## src/hdl/stt_pkg.sv

```systemverilog
// Shared types, codes and helpers for the source text tokenizer.
// No dependencies; every module of the tokenizer imports this package.
package stt_pkg;

  // Widths that the result fields fix.
  localparam int unsigned CHAR_W = 8;
  localparam int unsigned LINE_W = 24;
  localparam int unsigned LEN_W  = 7;

  // Event slots per input byte, in emission order:
  // pending escape, close, open, character, symbol end, final escape, final close.
  localparam int unsigned NSLOT   = 7;
  localparam int unsigned SLOT_W  = $clog2(NSLOT);
  localparam int unsigned SLOT_PRE_ESC = 0;
  localparam int unsigned SLOT_CLOSE   = 1;
  localparam int unsigned SLOT_OPEN    = 2;
  localparam int unsigned SLOT_CHAR    = 3;
  localparam int unsigned SLOT_SYM_END = 4;
  localparam int unsigned SLOT_EOT_ESC = 5;
  localparam int unsigned SLOT_EOT_END = 6;

  // Depth of the bundle queue between the front and the back.
  localparam int unsigned QUEUE_DEPTH = 2;

  // Fixed character codes.
  localparam logic [CHAR_W-1:0] CH_NEWLINE = 8'h0A;
  localparam logic [CHAR_W-1:0] CH_SPACE   = 8'h20;

  // Configuration register indexes.
  localparam logic REG_QUOTE  = 1'b0;
  localparam logic REG_ESCAPE = 1'b1;

  // Reset values of the configuration registers.
  localparam logic [CHAR_W-1:0] QUOTE_RESET  = 8'd34;
  localparam logic [CHAR_W-1:0] ESCAPE_RESET = 8'd92;

  typedef enum logic [3:0] {
    MODE_IDLE = 4'b0001,
    MODE_NUM  = 4'b0010,
    MODE_WORD = 4'b0100,
    MODE_LIT  = 4'b1000
  } lex_mode_e;

  typedef enum logic [1:0] {
    EV_START = 2'd0,
    EV_CHAR  = 2'd1,
    EV_END   = 2'd2
  } event_kind_e;

  typedef enum logic [1:0] {
    TK_NUM  = 2'd0,
    TK_WORD = 2'd1,
    TK_SYM  = 2'd2,
    TK_LIT  = 2'd3
  } token_kind_e;

  typedef struct packed {
    event_kind_e         ev;
    token_kind_e         kind;
    logic [CHAR_W-1:0]   ch;
    logic [LINE_W-1:0]   line;
    logic                trunc;
  } event_t;

  // All events caused by one input byte.
  typedef struct packed {
    logic [NSLOT-1:0]   vld;
    event_t [NSLOT-1:0] slot;
  } bundle_t;

  // Lexer state carried from byte to byte.
  typedef struct packed {
    lex_mode_e          mode;
    logic [LEN_W-1:0]   len;
    logic               ovf;
    logic [LINE_W-1:0]  line_count;
    logic [LINE_W-1:0]  token_line;
    logic               esc_pend;
    logic               prev_esc;
  } lex_state_t;

  // Token type reported for an open token of a given mode.
  function automatic token_kind_e mode_kind(lex_mode_e m);
    token_kind_e k;
    unique case (m)
      MODE_NUM:  k = TK_NUM;
      MODE_WORD: k = TK_WORD;
      default:   k = TK_LIT;
    endcase
    return k;
  endfunction

  function automatic event_t mk_evt(event_kind_e ev, token_kind_e kind,
                                    logic [CHAR_W-1:0] ch, logic [LINE_W-1:0] line,
                                    logic trunc);
    event_t e;
    e.ev    = ev;
    e.kind  = kind;
    e.ch    = ch;
    e.line  = line;
    e.trunc = trunc;
    return e;
  endfunction

endpackage

```

## src/hdl/stt_front.sv

```systemverilog
// Front of the tokenizer: accepts bytes, holds the lexer state and the
// configuration registers, and turns each byte into a bundle of events.
// Depends on stt_pkg.
module stt_front #(
  parameter int unsigned NUMBER_LEN_MAX  = 29,
  parameter int unsigned WORD_LEN_MAX    = 49,
  parameter int unsigned LITERAL_LEN_MAX = 99,
  parameter int unsigned LINE_BITS       = 24
) (
  input  logic                    clk_i,
  input  logic                    rst_ni,
  input  logic                    push,
  output logic                    full,
  input  logic [7:0]              char_value_i,
  input  logic                    end_of_text_i,
  input  logic                    cfg_we_i,
  input  logic                    cfg_idx_i,
  input  logic [7:0]              cfg_data_i,
  output logic                    bnd_push_o,
  output stt_pkg::bundle_t        bnd_o,
  input  logic                    bnd_full_i
);
  import stt_pkg::*;

  localparam logic [LINE_W-1:0] LineLimit = (LINE_BITS >= LINE_W) ? {LINE_W{1'b1}} :
                                            LINE_W'((64'd1 << LINE_BITS) - 64'd1);

  typedef struct packed {
    lex_state_t st;
    logic       vld;
    event_t     evt;
  } app_t;

  lex_state_t        st_q, st_d;
  logic [CHAR_W-1:0] quote_q, escape_q;
  logic              accept;
  logic [NSLOT-1:0]  vld;
  event_t [NSLOT-1:0] slot;

  // Length cap of the open token.
  function automatic logic [LEN_W-1:0] mode_cap(lex_mode_e m);
    logic [LEN_W-1:0] cap;
    unique case (m)
      MODE_NUM:  cap = LEN_W'(NUMBER_LEN_MAX);
      MODE_WORD: cap = LEN_W'(WORD_LEN_MAX);
      default:   cap = LEN_W'(LITERAL_LEN_MAX);
    endcase
    return cap;
  endfunction

  // Append one character to the open token, or note the overflow.
  function automatic app_t do_append(lex_state_t s, logic [CHAR_W-1:0] ch);
    app_t r;
    r.st  = s;
    r.vld = 1'b0;
    r.evt = mk_evt(EV_CHAR, mode_kind(s.mode), ch, s.token_line, 1'b0);
    if (s.mode != MODE_IDLE) begin
      if (s.len < mode_cap(s.mode)) begin
        r.vld    = 1'b1;
        r.st.len = s.len + LEN_W'(1);
      end else begin
        r.st.ovf = 1'b1;
      end
    end
    return r;
  endfunction

  // End the open token, if there is one, and return to idle.
  function automatic app_t do_close(lex_state_t s);
    app_t r;
    r.st      = s;
    r.vld     = (s.mode != MODE_IDLE);
    r.evt     = mk_evt(EV_END, mode_kind(s.mode), '0, s.token_line, s.ovf);
    r.st.mode = MODE_IDLE;
    r.st.len  = '0;
    r.st.ovf  = 1'b0;
    return r;
  endfunction

  // Start a new token on the current line.
  function automatic app_t do_open(lex_state_t s, lex_mode_e m);
    app_t r;
    r.st            = s;
    r.st.mode       = m;
    r.st.len        = '0;
    r.st.ovf        = 1'b0;
    r.st.token_line = s.line_count;
    r.vld           = 1'b1;
    r.evt           = mk_evt(EV_START, mode_kind(m), '0, s.line_count, 1'b0);
    return r;
  endfunction

  function automatic logic is_operator(logic [CHAR_W-1:0] c);
    return (c == "=") || (c == "+") || (c == "-") || (c == "*") || (c == "/") ||
           (c == "(") || (c == ")") || (c == "{") || (c == "}") || (c == ";") ||
           (c == ",");
  endfunction

  function automatic logic is_letter(logic [CHAR_W-1:0] c);
    return ((c >= "A") && (c <= "Z")) || ((c >= "a") && (c <= "z")) || (c == "_");
  endfunction

  assign accept = push & ~bnd_full_i;
  assign full   = bnd_full_i;

  // Work through one byte the way the lexer sees it, filling event slots in order.
  always_comb begin
    lex_state_t        s;
    app_t              a;
    logic [CHAR_W-1:0] c;
    s    = st_q;
    a    = '0;
    c    = char_value_i;
    vld  = '0;
    slot = '0;

    // An escape held from the previous byte is kept unless a quote follows.
    if (s.esc_pend) begin
      s.esc_pend = 1'b0;
      if ((c != quote_q) && (s.mode == MODE_LIT)) begin
        a = do_append(s, escape_q);
        s = a.st;
        vld[SLOT_PRE_ESC]  = a.vld;
        slot[SLOT_PRE_ESC] = a.evt;
      end
    end

    // Classify the byte; newline first, then literal contents, then fixed classes.
    priority if (c == CH_NEWLINE) begin
      if (s.line_count < LineLimit) begin
        s.line_count = s.line_count + LINE_W'(1);
      end
    end else if (s.mode == MODE_LIT) begin
      if (c == quote_q) begin
        if (s.prev_esc) begin
          a = do_append(s, c);
          s = a.st;
          vld[SLOT_CHAR]  = a.vld;
          slot[SLOT_CHAR] = a.evt;
        end else begin
          a = do_close(s);
          s = a.st;
          vld[SLOT_CLOSE]  = a.vld;
          slot[SLOT_CLOSE] = a.evt;
        end
      end else if (c == escape_q) begin
        s.esc_pend = 1'b1;
      end else begin
        a = do_append(s, c);
        s = a.st;
        vld[SLOT_CHAR]  = a.vld;
        slot[SLOT_CHAR] = a.evt;
      end
    end else if ((c >= "0") && (c <= "9")) begin
      if (s.mode == MODE_IDLE) begin
        a = do_open(s, MODE_NUM);
        s = a.st;
        vld[SLOT_OPEN]  = a.vld;
        slot[SLOT_OPEN] = a.evt;
      end
      a = do_append(s, c);
      s = a.st;
      vld[SLOT_CHAR]  = a.vld;
      slot[SLOT_CHAR] = a.evt;
    end else if (c == CH_SPACE) begin
      a = do_close(s);
      s = a.st;
      vld[SLOT_CLOSE]  = a.vld;
      slot[SLOT_CLOSE] = a.evt;
    end else if (is_operator(c)) begin
      a = do_close(s);
      s = a.st;
      vld[SLOT_CLOSE]    = a.vld;
      slot[SLOT_CLOSE]   = a.evt;
      vld[SLOT_OPEN]     = 1'b1;
      slot[SLOT_OPEN]    = mk_evt(EV_START, TK_SYM, '0, s.line_count, 1'b0);
      vld[SLOT_CHAR]     = 1'b1;
      slot[SLOT_CHAR]    = mk_evt(EV_CHAR, TK_SYM, c, s.line_count, 1'b0);
      vld[SLOT_SYM_END]  = 1'b1;
      slot[SLOT_SYM_END] = mk_evt(EV_END, TK_SYM, '0, s.line_count, 1'b0);
    end else if (is_letter(c)) begin
      if (s.mode == MODE_NUM) begin
        a = do_close(s);
        s = a.st;
        vld[SLOT_CLOSE]  = a.vld;
        slot[SLOT_CLOSE] = a.evt;
      end
      if (s.mode == MODE_IDLE) begin
        a = do_open(s, MODE_WORD);
        s = a.st;
        vld[SLOT_OPEN]  = a.vld;
        slot[SLOT_OPEN] = a.evt;
      end
      a = do_append(s, c);
      s = a.st;
      vld[SLOT_CHAR]  = a.vld;
      slot[SLOT_CHAR] = a.evt;
    end else if (c == quote_q) begin
      if (s.prev_esc) begin
        a = do_append(s, c);
        s = a.st;
        vld[SLOT_CHAR]  = a.vld;
        slot[SLOT_CHAR] = a.evt;
      end else if (s.mode == MODE_IDLE) begin
        a = do_open(s, MODE_LIT);
        s = a.st;
        vld[SLOT_OPEN]  = a.vld;
        slot[SLOT_OPEN] = a.evt;
      end
    end else begin
      if (s.mode == MODE_NUM) begin
        a = do_close(s);
        s = a.st;
        vld[SLOT_CLOSE]  = a.vld;
        slot[SLOT_CLOSE] = a.evt;
      end else begin
        a = do_append(s, c);
        s = a.st;
        vld[SLOT_CHAR]  = a.vld;
        slot[SLOT_CHAR] = a.evt;
      end
    end

    s.prev_esc = (c == escape_q);

    // End of text flushes a held escape, closes the token and restarts the text.
    if (end_of_text_i) begin
      if (s.esc_pend) begin
        s.esc_pend = 1'b0;
        if (s.mode == MODE_LIT) begin
          a = do_append(s, escape_q);
          s = a.st;
          vld[SLOT_EOT_ESC]  = a.vld;
          slot[SLOT_EOT_ESC] = a.evt;
        end
      end
      a = do_close(s);
      s = a.st;
      vld[SLOT_EOT_END]  = a.vld;
      slot[SLOT_EOT_END] = a.evt;
      s.prev_esc   = 1'b0;
      s.line_count = '0;
    end

    st_d = s;
  end

  // A byte that causes no event leaves nothing in the queue.
  assign bnd_push_o = accept & (|vld);
  assign bnd_o.vld  = vld;
  assign bnd_o.slot = slot;

  // Lexer state advances on every accepted byte.
  always_ff @(posedge clk_i or negedge rst_ni) begin
    if (!rst_ni) begin
      st_q.mode       <= MODE_IDLE;
      st_q.len        <= '0;
      st_q.ovf        <= 1'b0;
      st_q.line_count <= '0;
      st_q.token_line <= '0;
      st_q.esc_pend   <= 1'b0;
      st_q.prev_esc   <= 1'b0;
    end else if (accept) begin
      st_q <= st_d;
    end
  end

  // Configuration registers.
  always_ff @(posedge clk_i or negedge rst_ni) begin
    if (!rst_ni) begin
      quote_q  <= QUOTE_RESET;
      escape_q <= ESCAPE_RESET;
    end else if (cfg_we_i) begin
      unique case (cfg_idx_i)
        REG_QUOTE:  quote_q  <= cfg_data_i;
        REG_ESCAPE: escape_q <= cfg_data_i;
        default:    quote_q  <= quote_q;
      endcase
    end
  end

endmodule

```

## src/hdl/stt_queue.sv

```systemverilog
// Short queue of event bundles between the tokenizer front and back.
// Depends on stt_pkg.
module stt_queue (
  input  logic             clk_i,
  input  logic             rst_ni,
  input  logic             push_i,
  input  stt_pkg::bundle_t data_i,
  output logic             full_o,
  input  logic             pop_i,
  output logic             valid_o,
  output stt_pkg::bundle_t data_o
);
  import stt_pkg::*;

  localparam int unsigned PtrW = (QUEUE_DEPTH > 1) ? $clog2(QUEUE_DEPTH) : 1;
  localparam int unsigned CntW = $clog2(QUEUE_DEPTH + 1);

  bundle_t         mem_q [QUEUE_DEPTH];
  logic [PtrW-1:0] wr_ptr_q, rd_ptr_q;
  logic [CntW-1:0] cnt_q;
  logic            do_push, do_pop;

  function automatic logic [PtrW-1:0] ptr_inc(logic [PtrW-1:0] p);
    return (p == PtrW'(QUEUE_DEPTH - 1)) ? '0 : p + PtrW'(1);
  endfunction

  assign full_o  = (cnt_q == CntW'(QUEUE_DEPTH));
  assign valid_o = (cnt_q != '0);
  assign data_o  = mem_q[rd_ptr_q];
  assign do_push = push_i & ~full_o;
  assign do_pop  = pop_i & valid_o;

  // Storage.
  always_ff @(posedge clk_i) begin
    if (do_push) begin
      mem_q[wr_ptr_q] <= data_i;
    end
  end

  // Pointers and fill count.
  always_ff @(posedge clk_i or negedge rst_ni) begin
    if (!rst_ni) begin
      wr_ptr_q <= '0;
      rd_ptr_q <= '0;
      cnt_q    <= '0;
    end else begin
      if (do_push) begin
        wr_ptr_q <= ptr_inc(wr_ptr_q);
      end
      if (do_pop) begin
        rd_ptr_q <= ptr_inc(rd_ptr_q);
      end
      if (do_push && !do_pop) begin
        cnt_q <= cnt_q + CntW'(1);
      end else if (do_pop && !do_push) begin
        cnt_q <= cnt_q - CntW'(1);
      end
    end
  end

endmodule

```

## src/hdl/stt_back.sv

```systemverilog
// Back of the tokenizer: takes event bundles and hands out one event per
// transaction through an output register. Depends on stt_pkg.
module stt_back (
  input  logic             clk_i,
  input  logic             rst_ni,
  input  logic             bnd_valid_i,
  input  stt_pkg::bundle_t bnd_i,
  output logic             bnd_pop_o,
  output logic             empty,
  input  logic             pop,
  output logic [1:0]       event_kind_o,
  output logic [1:0]       token_kind_o,
  output logic [7:0]       out_char_o,
  output logic [23:0]      line_number_o,
  output logic             truncated_o,
  output logic             last_of_run_o
);
  import stt_pkg::*;

  logic [NSLOT-1:0]   mask_q, mask_d, rest;
  event_t [NSLOT-1:0] slot_q;
  logic [SLOT_W-1:0]  sel;
  logic               out_valid_q, out_valid_d;
  event_t             out_q;
  logic               out_last_q;
  logic               adv, emit;

  // Lowest pending slot goes next.
  always_comb begin
    sel = '0;
    for (int i = NSLOT - 1; i >= 0; i--) begin
      if (mask_q[i]) begin
        sel = SLOT_W'(i);
      end
    end
  end

  assign rest = mask_q & ~(NSLOT'(1) << sel);
  assign adv  = ~out_valid_q | pop;
  assign emit = adv & (|mask_q);

  always_comb begin
    mask_d      = mask_q;
    out_valid_d = out_valid_q;
    if (emit) begin
      mask_d      = rest;
      out_valid_d = 1'b1;
    end else if (adv) begin
      out_valid_d = 1'b0;
    end
  end

  // Load the next bundle once the current one has no events left.
  assign bnd_pop_o = bnd_valid_i & (mask_d == '0);

  always_ff @(posedge clk_i or negedge rst_ni) begin
    if (!rst_ni) begin
      mask_q      <= '0;
      out_valid_q <= 1'b0;
    end else begin
      mask_q      <= bnd_pop_o ? bnd_i.vld : mask_d;
      out_valid_q <= out_valid_d;
    end
  end

  // Payload registers.
  always_ff @(posedge clk_i) begin
    if (bnd_pop_o) begin
      slot_q <= bnd_i.slot;
    end
    if (emit) begin
      out_q      <= slot_q[sel];
      out_last_q <= (rest == '0);
    end
  end

  assign empty         = ~out_valid_q;
  assign event_kind_o  = out_q.ev;
  assign token_kind_o  = out_q.kind;
  assign out_char_o    = out_q.ch;
  assign line_number_o = out_q.line;
  assign truncated_o   = out_q.trunc;
  assign last_of_run_o = out_last_q;

endmodule

```

## src/hdl/source_text_tokenizer.sv

```systemverilog
// Streaming tokenizer: one source byte in per transaction, token start,
// character and end events out per transaction. The front accepts a byte in
// every cycle in which full is low and works it into a bundle of up to four
// events in that same cycle; a two-entry bundle queue feeds the back, which
// hands out one event per clock through its output register unless a held
// event waits for pop. A byte thus yields zero to four output events;
// sustained throughput is set by the single event port at one event per
// clock while pop stays high. Bytes that cause no event (newlines, dropped
// characters) never reach the queue. The user must write the configuration
// registers, quote (index 0) and escape (index 1), only while the block is
// idle; the block itself does not enforce this. There is no clearing pass
// after reset. Depends on stt_pkg, stt_front, stt_queue and stt_back.
module source_text_tokenizer #(
  parameter int unsigned NUMBER_LEN_MAX  = 29,
  parameter int unsigned WORD_LEN_MAX    = 49,
  parameter int unsigned LITERAL_LEN_MAX = 99,
  parameter int unsigned LINE_BITS       = 24
) (
  input  logic        clk_i,
  input  logic        rst_ni,
  input  logic        push,
  output logic        full,
  input  logic [7:0]  char_value_i,
  input  logic        end_of_text_i,
  output logic        empty,
  input  logic        pop,
  output logic [1:0]  event_kind_o,
  output logic [1:0]  token_kind_o,
  output logic [7:0]  out_char_o,
  output logic [23:0] line_number_o,
  output logic        truncated_o,
  output logic        last_of_run_o,
  input  logic        cfg_we_i,
  input  logic        cfg_idx_i,
  input  logic [7:0]  cfg_data_i
);
  import stt_pkg::*;

  logic    fq_push, fq_full, qb_valid, qb_pop;
  bundle_t fq_data, qb_data;

  // Byte classification and lexer state.
  stt_front #(
    .NUMBER_LEN_MAX  (NUMBER_LEN_MAX),
    .WORD_LEN_MAX    (WORD_LEN_MAX),
    .LITERAL_LEN_MAX (LITERAL_LEN_MAX),
    .LINE_BITS       (LINE_BITS)
  ) u_front (
    .clk_i         (clk_i),
    .rst_ni        (rst_ni),
    .push          (push),
    .full          (full),
    .char_value_i  (char_value_i),
    .end_of_text_i (end_of_text_i),
    .cfg_we_i      (cfg_we_i),
    .cfg_idx_i     (cfg_idx_i),
    .cfg_data_i    (cfg_data_i),
    .bnd_push_o    (fq_push),
    .bnd_o         (fq_data),
    .bnd_full_i    (fq_full)
  );

  // Bundle queue.
  stt_queue u_queue (
    .clk_i   (clk_i),
    .rst_ni  (rst_ni),
    .push_i  (fq_push),
    .data_i  (fq_data),
    .full_o  (fq_full),
    .pop_i   (qb_pop),
    .valid_o (qb_valid),
    .data_o  (qb_data)
  );

  // Event serializer and output register.
  stt_back u_back (
    .clk_i         (clk_i),
    .rst_ni        (rst_ni),
    .bnd_valid_i   (qb_valid),
    .bnd_i         (qb_data),
    .bnd_pop_o     (qb_pop),
    .empty         (empty),
    .pop           (pop),
    .event_kind_o  (event_kind_o),
    .token_kind_o  (token_kind_o),
    .out_char_o    (out_char_o),
    .line_number_o (line_number_o),
    .truncated_o   (truncated_o),
    .last_of_run_o (last_of_run_o)
  );

endmodule
```

## config.mk

```make
export PLATFORM = sky130hd
export DESIGN_NAME = source_text_tokenizer
export DESIGN_NICKNAME = d
export VERILOG_FILES = /design/src/hdl/stt_pkg.sv /design/src/hdl/stt_front.sv /design/src/hdl/stt_queue.sv /design/src/hdl/stt_back.sv /design/src/hdl/source_text_tokenizer.sv
export SDC_FILE = /design/constraint.sdc
export NUM_CORES = 1
export LEC_CHECK = 0
export BUFFER_PORTS_ARGS = -buffer_cell sky130_fd_sc_hd__buf_2
export CAP_MARGIN = 10
export CORE_AREA = 3 3 224 281
export DETAILED_ROUTE_END_ITERATION = 12
export DIE_AREA = 0 0 227 284
export GPL_TIMING_DRIVEN = 0
export PLACE_DENSITY = 0.76
export SYNTH_ARGS = -nofsm -noshare
export SYNTH_HDL_FRONTEND = slang
export SYNTH_SLANG_ARGS = --single-unit
```

## constraint.sdc

```tcl
create_clock -name clk_i -period 14.7 [get_ports clk_i]
set_input_delay 1.47 -clock clk_i [delete_from_list [all_inputs] [get_ports clk_i]]
set_output_delay 1.47 -clock clk_i [all_outputs]
set_load 0.005 [all_outputs]
```

==> results of run 1 <==
## cells in the mapped netlist (29+ instances only)
| cell type | n | area (um2) |
|---|---|---|
| nand3_1 | 34 | 170 |
| xor2_1 | 33 | 289 |
| a221oi_1 | 49 | 429 |
| ha_1 | 39 | 488 |
| clkbuf_1 | 144 | 541 |
| nand2_1 | 188 | 706 |
| nor3_1 | 44 | 220 |
| nor2_1 | 188 | 706 |
| mux2_2 | 237 | 2670 |
| o22ai_1 | 46 | 288 |
| a21oi_1 | 106 | 531 |
| nor4_1 | 29 | 181 |
| inv_1 | 41 | 154 |
| o21ai_0 | 71 | 355 |
| dfrtp_1 | 83 | 2080 |
| and2_1 | 134 | 838 |
| edfxtp_1 | 686 | 20600 |
## per-stage QoR
stage / util (%) / instance area (um2)
2_1_floorplan: - / 34500
3_3_place_gp: 59.0 / 35700
3_5_place_dp: 59.8 / 36200
4_1_cts: 63.8 / 38600
5_1_grt: 63.9 / 38700
6_report: 63.9 / 38700
## path summary, 6_finish.rpt
path                                        from                    end  slack, ns  depth (start not counted)
worst max-delay path             char_value_i[7]  u_queue.mem_q[0][232]       5.14                         24
worst max register to register  u_front.st_q[60]  u_queue.mem_q[0][232]       5.29                         27
min in group asynchronous                 rst_ni       u_front.st_q[55]       0.87                          1
worst min-delay path            u_front.st_q[50]       u_front.st_q[50]       0.50                          1
max in group asynchronous                 rst_ni    u_front.escape_q[4]      13.03                          2
worst min register to register  u_front.st_q[50]       u_front.st_q[50]       0.50                          1
## state kept, by name, summed over array words and instances (netlist names)
register,count
u_back.truncated_o,1
u_front.st_q,62
u_queue.mem_q,436
u_front.escape_q,8
u_back.out_char_o,8
u_back.out_valid_q,1
u_back.slot_q,212
u_back.event_kind_o,2
u_queue.rd_ptr_q,1
u_queue.cnt_q,2
u_back.last_of_run_o,1
u_queue.wr_ptr_q,1
u_back.token_kind_o,2
u_back.mask_q,7
u_front.quote_q,8
u_back.line_number_o,24
## layer usage
layer	track usage, %	share of wire [%]
met1	38.6	36
met2	53.8	51
met3	4.66	8.0
met4	16.6	5.7
met5	0	0.030
## power by group through the flow
stage	clock network, mW	logic [mW]	registers [mW]
after floorplan	0	1.71	3.64
after global placement	0	2.86	3.77
after detailed placement	0	3.04	3.50
after CTS	1.91	3.06	3.46
after global routing	2.00	3.24	3.51
final	1.90	3.09	3.47
## layout make-up
cell class	instances	area (um2)	share of cell area (%)
Inverter	49	191	0.495
Sequential cell	776	22900	59.1
Clock buffer	87	1900	4.92
Tap cell	772	966	2.50
Timing Repair Buffer	83	749	1.94
Buffer	168	671	1.74
Multi-Input combinational cell	1544	10800	27.9
Clock inverter	49	519	1.34
## cells by family (layout without fill, tap and decap cells)
kind of cell,Yosys count,count (layout),share of synthesized area (%)
xor+xnor,61,61,1.55
flops,776,776,66.4
buf+inv,217,436,2.48
other cells,2,3,0.0218
fa+ha+maj,40,40,1.45
compound gates,461,461,9.35
simple gates,717,717,10.3
mux,262,262,8.48
## layout by cell type, fill, tap and decap left out, types with 40 or more instances in the layout
master,instances
nand2_1,188
clkbuf_16,74
o22ai_1,46
a221oi_1,49
and2_1,134
o21ai_0,71
edfxtp_1,686
a21oi_1,105
inv_1,40
buf_2,67
mux2_2,237
nor3_1,44
clkbuf_1,157
dfrtp_1,83
nor2_1,186
==> impl_metrics.csv, run 1 <==
group,metric,value,unit
synth,postSynthCellCount,2536,
layout,syn_to_final_growth,12.2,%
worst_setup_path,path_cells,"clkbuf_1 > xnor2_1 > nand4_1 > o21ai_1 > buf_2 > buf_2 > clkbuf_1 > nor4_1 > xnor2_1 > clkinv_1 > ha_1 > nor4_1 > nand3_1 > or3_1 > a221o_1 > nand2_1 > o31ai_1 > nor2_1 > o31ai_4 > nor2_4 > buf_12 > buf_12 > buf_12 > buf_12",
floorplan,die_w,227,um
synth,synth_seq_cells,776,
cts,postCtsSetupBuffers,0,
route,via_per_inst,6.54,
place,dp_cells,3391,
timing,setup_viol,0,
synth,avgSynthCellArea,13.6,um2
worst_setup_path,path_common_cell,"buf_12",
floorplan,die_h,284,um
synth,synth_cell_types,92,
pwr,clkPwrFrac,22.4,%
cts,cts_resized,0,
timing,fin_ws,5.14,ns
place,dpl.hpwl,69400,um
worst_setup_path,critPathKind,"input pin to flip-flop",
global_route,grt_usage,31.5,%
floorplan,core-area,60500,um2
global_route,grt_pass1_wl,148000,um
route,ant_nets,0,
layout,diodes,0,
synth,synth_seq_area_share,66.4,%
synth,ys_warn_count,0,
timing,whs,0.502,ns
place,gp_congestion,0.962,
worst_setup_path,critPathLaunchType,"input pin",
worst_setup_path,cp_data_required_time,15.00,ns
route,dr.pass1.iters,10,
worst_setup_path,worst-endpoint-arrival,9.86,ns
place,portBuffers,56,
route,drcViolationCount,0,
timing,fin_crit,9.56,ns
pwr,internal-power,5.33,mW
timing,finalHoldViolCount,0,
global_route,grt_pass1_vias,23000,
synth,synth_area,34400,um2
worst_setup_path,slowest_stage,"nor2_4",
synth,async_reset_ff_share,11.6,%
synth,yosys_most_used_dff,"edfxtp_1",
timing,slew_headroom,8.20,%
cts,clock_sinks,776,
timing,rsz0062_at_grt,"no",
pwr,power_switching,3.12,mW
layout,fin_nets,2757,
worst_setup_path,path_buf_inv,9,
pwr,p_per_area,219,nW/um2
worst_setup_path,path_delay_family,"buffers and inverters",
pwr,peakVddDrop,0.205,mV
global_route,antenna_found_initial,2,
timing,max_freq,105,MHz
layout,layout-drive-gt1-share,17.7,%
cts,cts_hold_buf,0,
timing,fin_skew,0.0361,ns
floorplan,num_rows,101,
flow_run,drv_cap,0,
min_path,hold_path_class,"flip-flop to flip-flop",
floorplan,io_pins,63,
worst_setup_path,worst-path-max-fanout,32,
cts,root_buffer,"clkbuf_16",
cts,cts_buffers,73,
cts,clk_latency,0.64,ns
floorplan,dieArea,64500,um2
route,num_vias,23100,
cts,clk_pin_slew,0.07,ns
place,dp_slack,4.53,ns
cts,h-tree-depth,3,
timing,post-route-period-util,65.0,%
worst_setup_path,slowest_delay,0.72,ns
global_route,grt_max_degree,80,
cts,cts_tree,"yes",
pwr,swShare,37.0,%
status,status,"completed",
timing,final-max-slew-violation-count,0,
pwr,p_leak,13.8,nW
layout,fin_cells,3528,
pwr,pwr-share-comb,36.6,%
route,drt-initial-drc-count,2851,
floorplan,start_util,56.9,%
worst_setup_path,end_kind,"flip-flop",
pwr,seqPwrFrac,41.0,%
route,wl,102000,um
global_route,grt-ovfl-total,0,
timing,finalSetupTns,0,ns
cts,cts.path.max_buffers,3,
route,post_drt_wl_per_cell,28.8,um
pwr,finalPower,8.45,mW
synth,synth_edf_count,686,
layout,fillerInstances,4369,
timing,worstMarginPinSlew,1.37,ns
No activity file was read; power rests on OpenSTA's default activity.
==> run 2, diff against run 1 <==
CORE_AREA = 3 3 219 274   (was 3 3 224 281)
DIE_AREA = 0 0 222 277   (was 0 0 227 284)
clock period = 9.3 ns   (was 14.7 ns; I/O delays follow)
==> impl_metrics.csv, run 2 (same netlist as run 1, synthesis figures left out) <==
group,metric,value,unit
layout,fin_nets,2758,
worst_setup_path,cp_data_required_time,9.61,ns
status,status,"completed",
pwr,p_per_area,345,nW/um2
timing,finalHoldViolCount,0,
timing,finalSetupTns,0,ns
worst_setup_path,worstSetupStartpoint,"u_front.st_q[60]",
global_route,grt_usage,32.8,%
worst_setup_path,critPathLaunchType,"flip-flop",
floorplan,die_w,222,um
place,gp_congestion,0.943,
route,dr.pass1.iters,8,
pwr,seqPwrFrac,41.2,%
worst_setup_path,endpoint,"u_queue.mem_q[1][81]",
pwr,pwr-share-comb,36.9,%
pwr,finalPower,13.3,mW
worst_setup_path,end_kind,"flip-flop",
timing,rsz0062_at_grt,"no",
layout,layout-drive-gt1-share,17.6,%
floorplan,core-area,57500,um2
layout,largest_reg_flops,436,
worst_setup_path,worst-path-max-fanout,30,
min_path,hold_path_class,"input pin to async pin",
cts,h-tree-depth,3,
worst_setup_path,reg2reg_to,"u_queue.mem_q[1][81]",
pwr,peakVddDrop,0.296,mV
floorplan,start_util,59.9,%
worst_setup_path,regToRegSetupSlack,0.42,ns
layout,reg.largest.list,"u_queue.mem_q x436, u_back.slot_q x212, u_front.st_q x62",
layout,final_cell_mix,"686 x edfxtp_1, 237 x mux2_2, 188 x nand2_1, 184 x nor2_1, 164 x clkbuf_1",
worst_setup_path,reg2reg_depth,27,
pwr,power_switching,4.95,mW
worst_setup_path,worst-endpoint-arrival,9.19,ns
cts,cts_buffers,74,
floorplan,dieArea,61500,um2
place,dpl.hpwl,69500,um
global_route,antenna_found_initial,2,
timing,final-max-slew-violation-count,0,
layout,top_register,"u_queue.mem_q",
timing,post-route-period-util,95.4,%
timing,fin_crit,8.88,ns
layout,fin_cells,3507,
global_route,grt-ovfl-total,0,
worst_setup_path,critPathKind,"flip-flop to flip-flop",
floorplan,num_rows,98,
pwr,swShare,37.1,%
global_route,grt_pass1_wl,149000,um
route,ant_nets,0,
timing,setup_viol,0,
global_route,grt_pass1_vias,23500,
place,dp_cells,3369,
cts,cts_tree,"yes",
cts,clk_latency,0.63,ns
pwr,internal-power,8.38,mW
route,num_vias,23200,
route,wl,102000,um
cts,clock_sinks,776,
route,drt-initial-drc-count,2764,
floorplan,io_pins,63,
cts,clk_pin_slew,0.06,ns
layout,final_common_cell,"edfxtp_1",
pwr,p_leak,13.7,nW
pwr,clkPwrFrac,21.9,%
route,post_drt_wl_per_cell,29.1,um
floorplan,die_h,277,um
flow_run,drv_cap,0,
timing,max_freq,113,MHz
worst_setup_path,worstReg2RegStart,"u_front.st_q[60]",
route,via_per_inst,6.62,
timing,slew_headroom,9.06,%
timing,fin_skew,0.0324,ns
route,drcViolationCount,0,
cts,cts.path.max_buffers,3,
timing,worstMarginPinSlew,1.36,ns
place,portBuffers,56,
cts,postCtsSetupBuffers,0,
global_route,grt_max_degree,115,
layout,syn_to_final_growth,12.0,%
cts,root_buffer,"clkbuf_16",
-- run 2: changes by cell type in the layout (fill, tap and decap cells not counted), moves of 3 or more --
cell,before,now
clkbuf_8,0,5
buf_16,3,8
buf_12,15,12
bufinv_16,7,3
clkinv_16,3,0
clkbuf_1,157,164
clkinv_2,17,10
-- run 2: repair_timing --
action / 4_1_cts / 5_1_grt
cloned: 0 / 0
endpoints found under the setup margin: 27 / 164
gates resized for setup: 1 / 4
hold buffers: 0 / 0
-- run 2: critical path: stages (launching register included) --
cell,delay [ns]
dfrtp_1,0.35
clkbuf_1,0.26
nor4b_4,0.49
buf_4,0.25
inv_1,0.20
nand2_1,0.45
inv_1,0.15
ha_1,0.33
nand4_1,0.08
and3_1,0.22
nand3_1,0.28
o31a_1,0.39
nor2_2,0.44
inv_2,0.24
ha_1,0.37
a21o_1,0.16
a21o_1,0.18
a2111o_1,0.52
a21o_1,0.23
nor4_1,0.83
o32a_1,0.27
o31ai_1,0.11
nor2_1,0.25
o31ai_4,0.14
nor2_4,0.61
buf_16,0.26
buf_12,0.23
buf_16,0.21
-- run 2: per-stage QoR --
step	utilization, %	instance area, um2	hold slack, ns	setup slack [ns]
CTS	67.1	38600	0.292	0.0463
global route	67.1	38600	0.311	0.0642
global placement	62.0	35700	0.482	-9.62
finish	67.1	38600	0.296	0.423
detailed placement	63.0	36200	0.484	-0.139
floorplan	-	34500	0.464	-2.23
-- run 2: final cells by class --
class	instances	area, um2
antenna	1	2.50
buffer	168	671
clock buffer	101	2050
clock inverter	35	278
fill	3986	18900
inverter	49	191
multi-input combinational	1544	10800
sequential	776	22900
tap	750	938
timing repair buffer	83	788
-- run 2: worst min path at each step --
stage	startpoint	endpoint	depth (start not counted)
6_report	rst_ni	u_front.st_q[55]	1
3_3_place_gp	u_front.st_q[1]	u_front.st_q[1]	1
5_1_grt	rst_ni	u_front.st_q[56]	1
3_5_place_dp	u_front.st_q[1]	u_front.st_q[1]	1
2_1_floorplan	u_queue.cnt_q[1]	u_queue.cnt_q[1]	1
4_1_cts	rst_ni	u_front.st_q[55]	1
-- run 2: routing by layer --
layer  vias to the layer above  track usage [%]  share of wire [%]
met5                         -                0              0.017
met4                         2             16.8                5.8
met3                       289             5.31                8.1
met2                      1327             57.0                 51
met1                     11600             39.6                 35
li1                       9979                -                  -
-- run 2: power groups by stage --
stage / clock network (mW) / logic, mW / registers [mW]
after detailed placement: 0 / 4.82 / 5.54
after global routing: 3.08 / 5.15 / 5.55
after global placement: 0 / 4.53 / 5.83
after CTS: 2.94 / 4.87 / 5.48
final: 2.92 / 4.92 / 5.49
after floorplan: 0 / 2.71 / 5.66
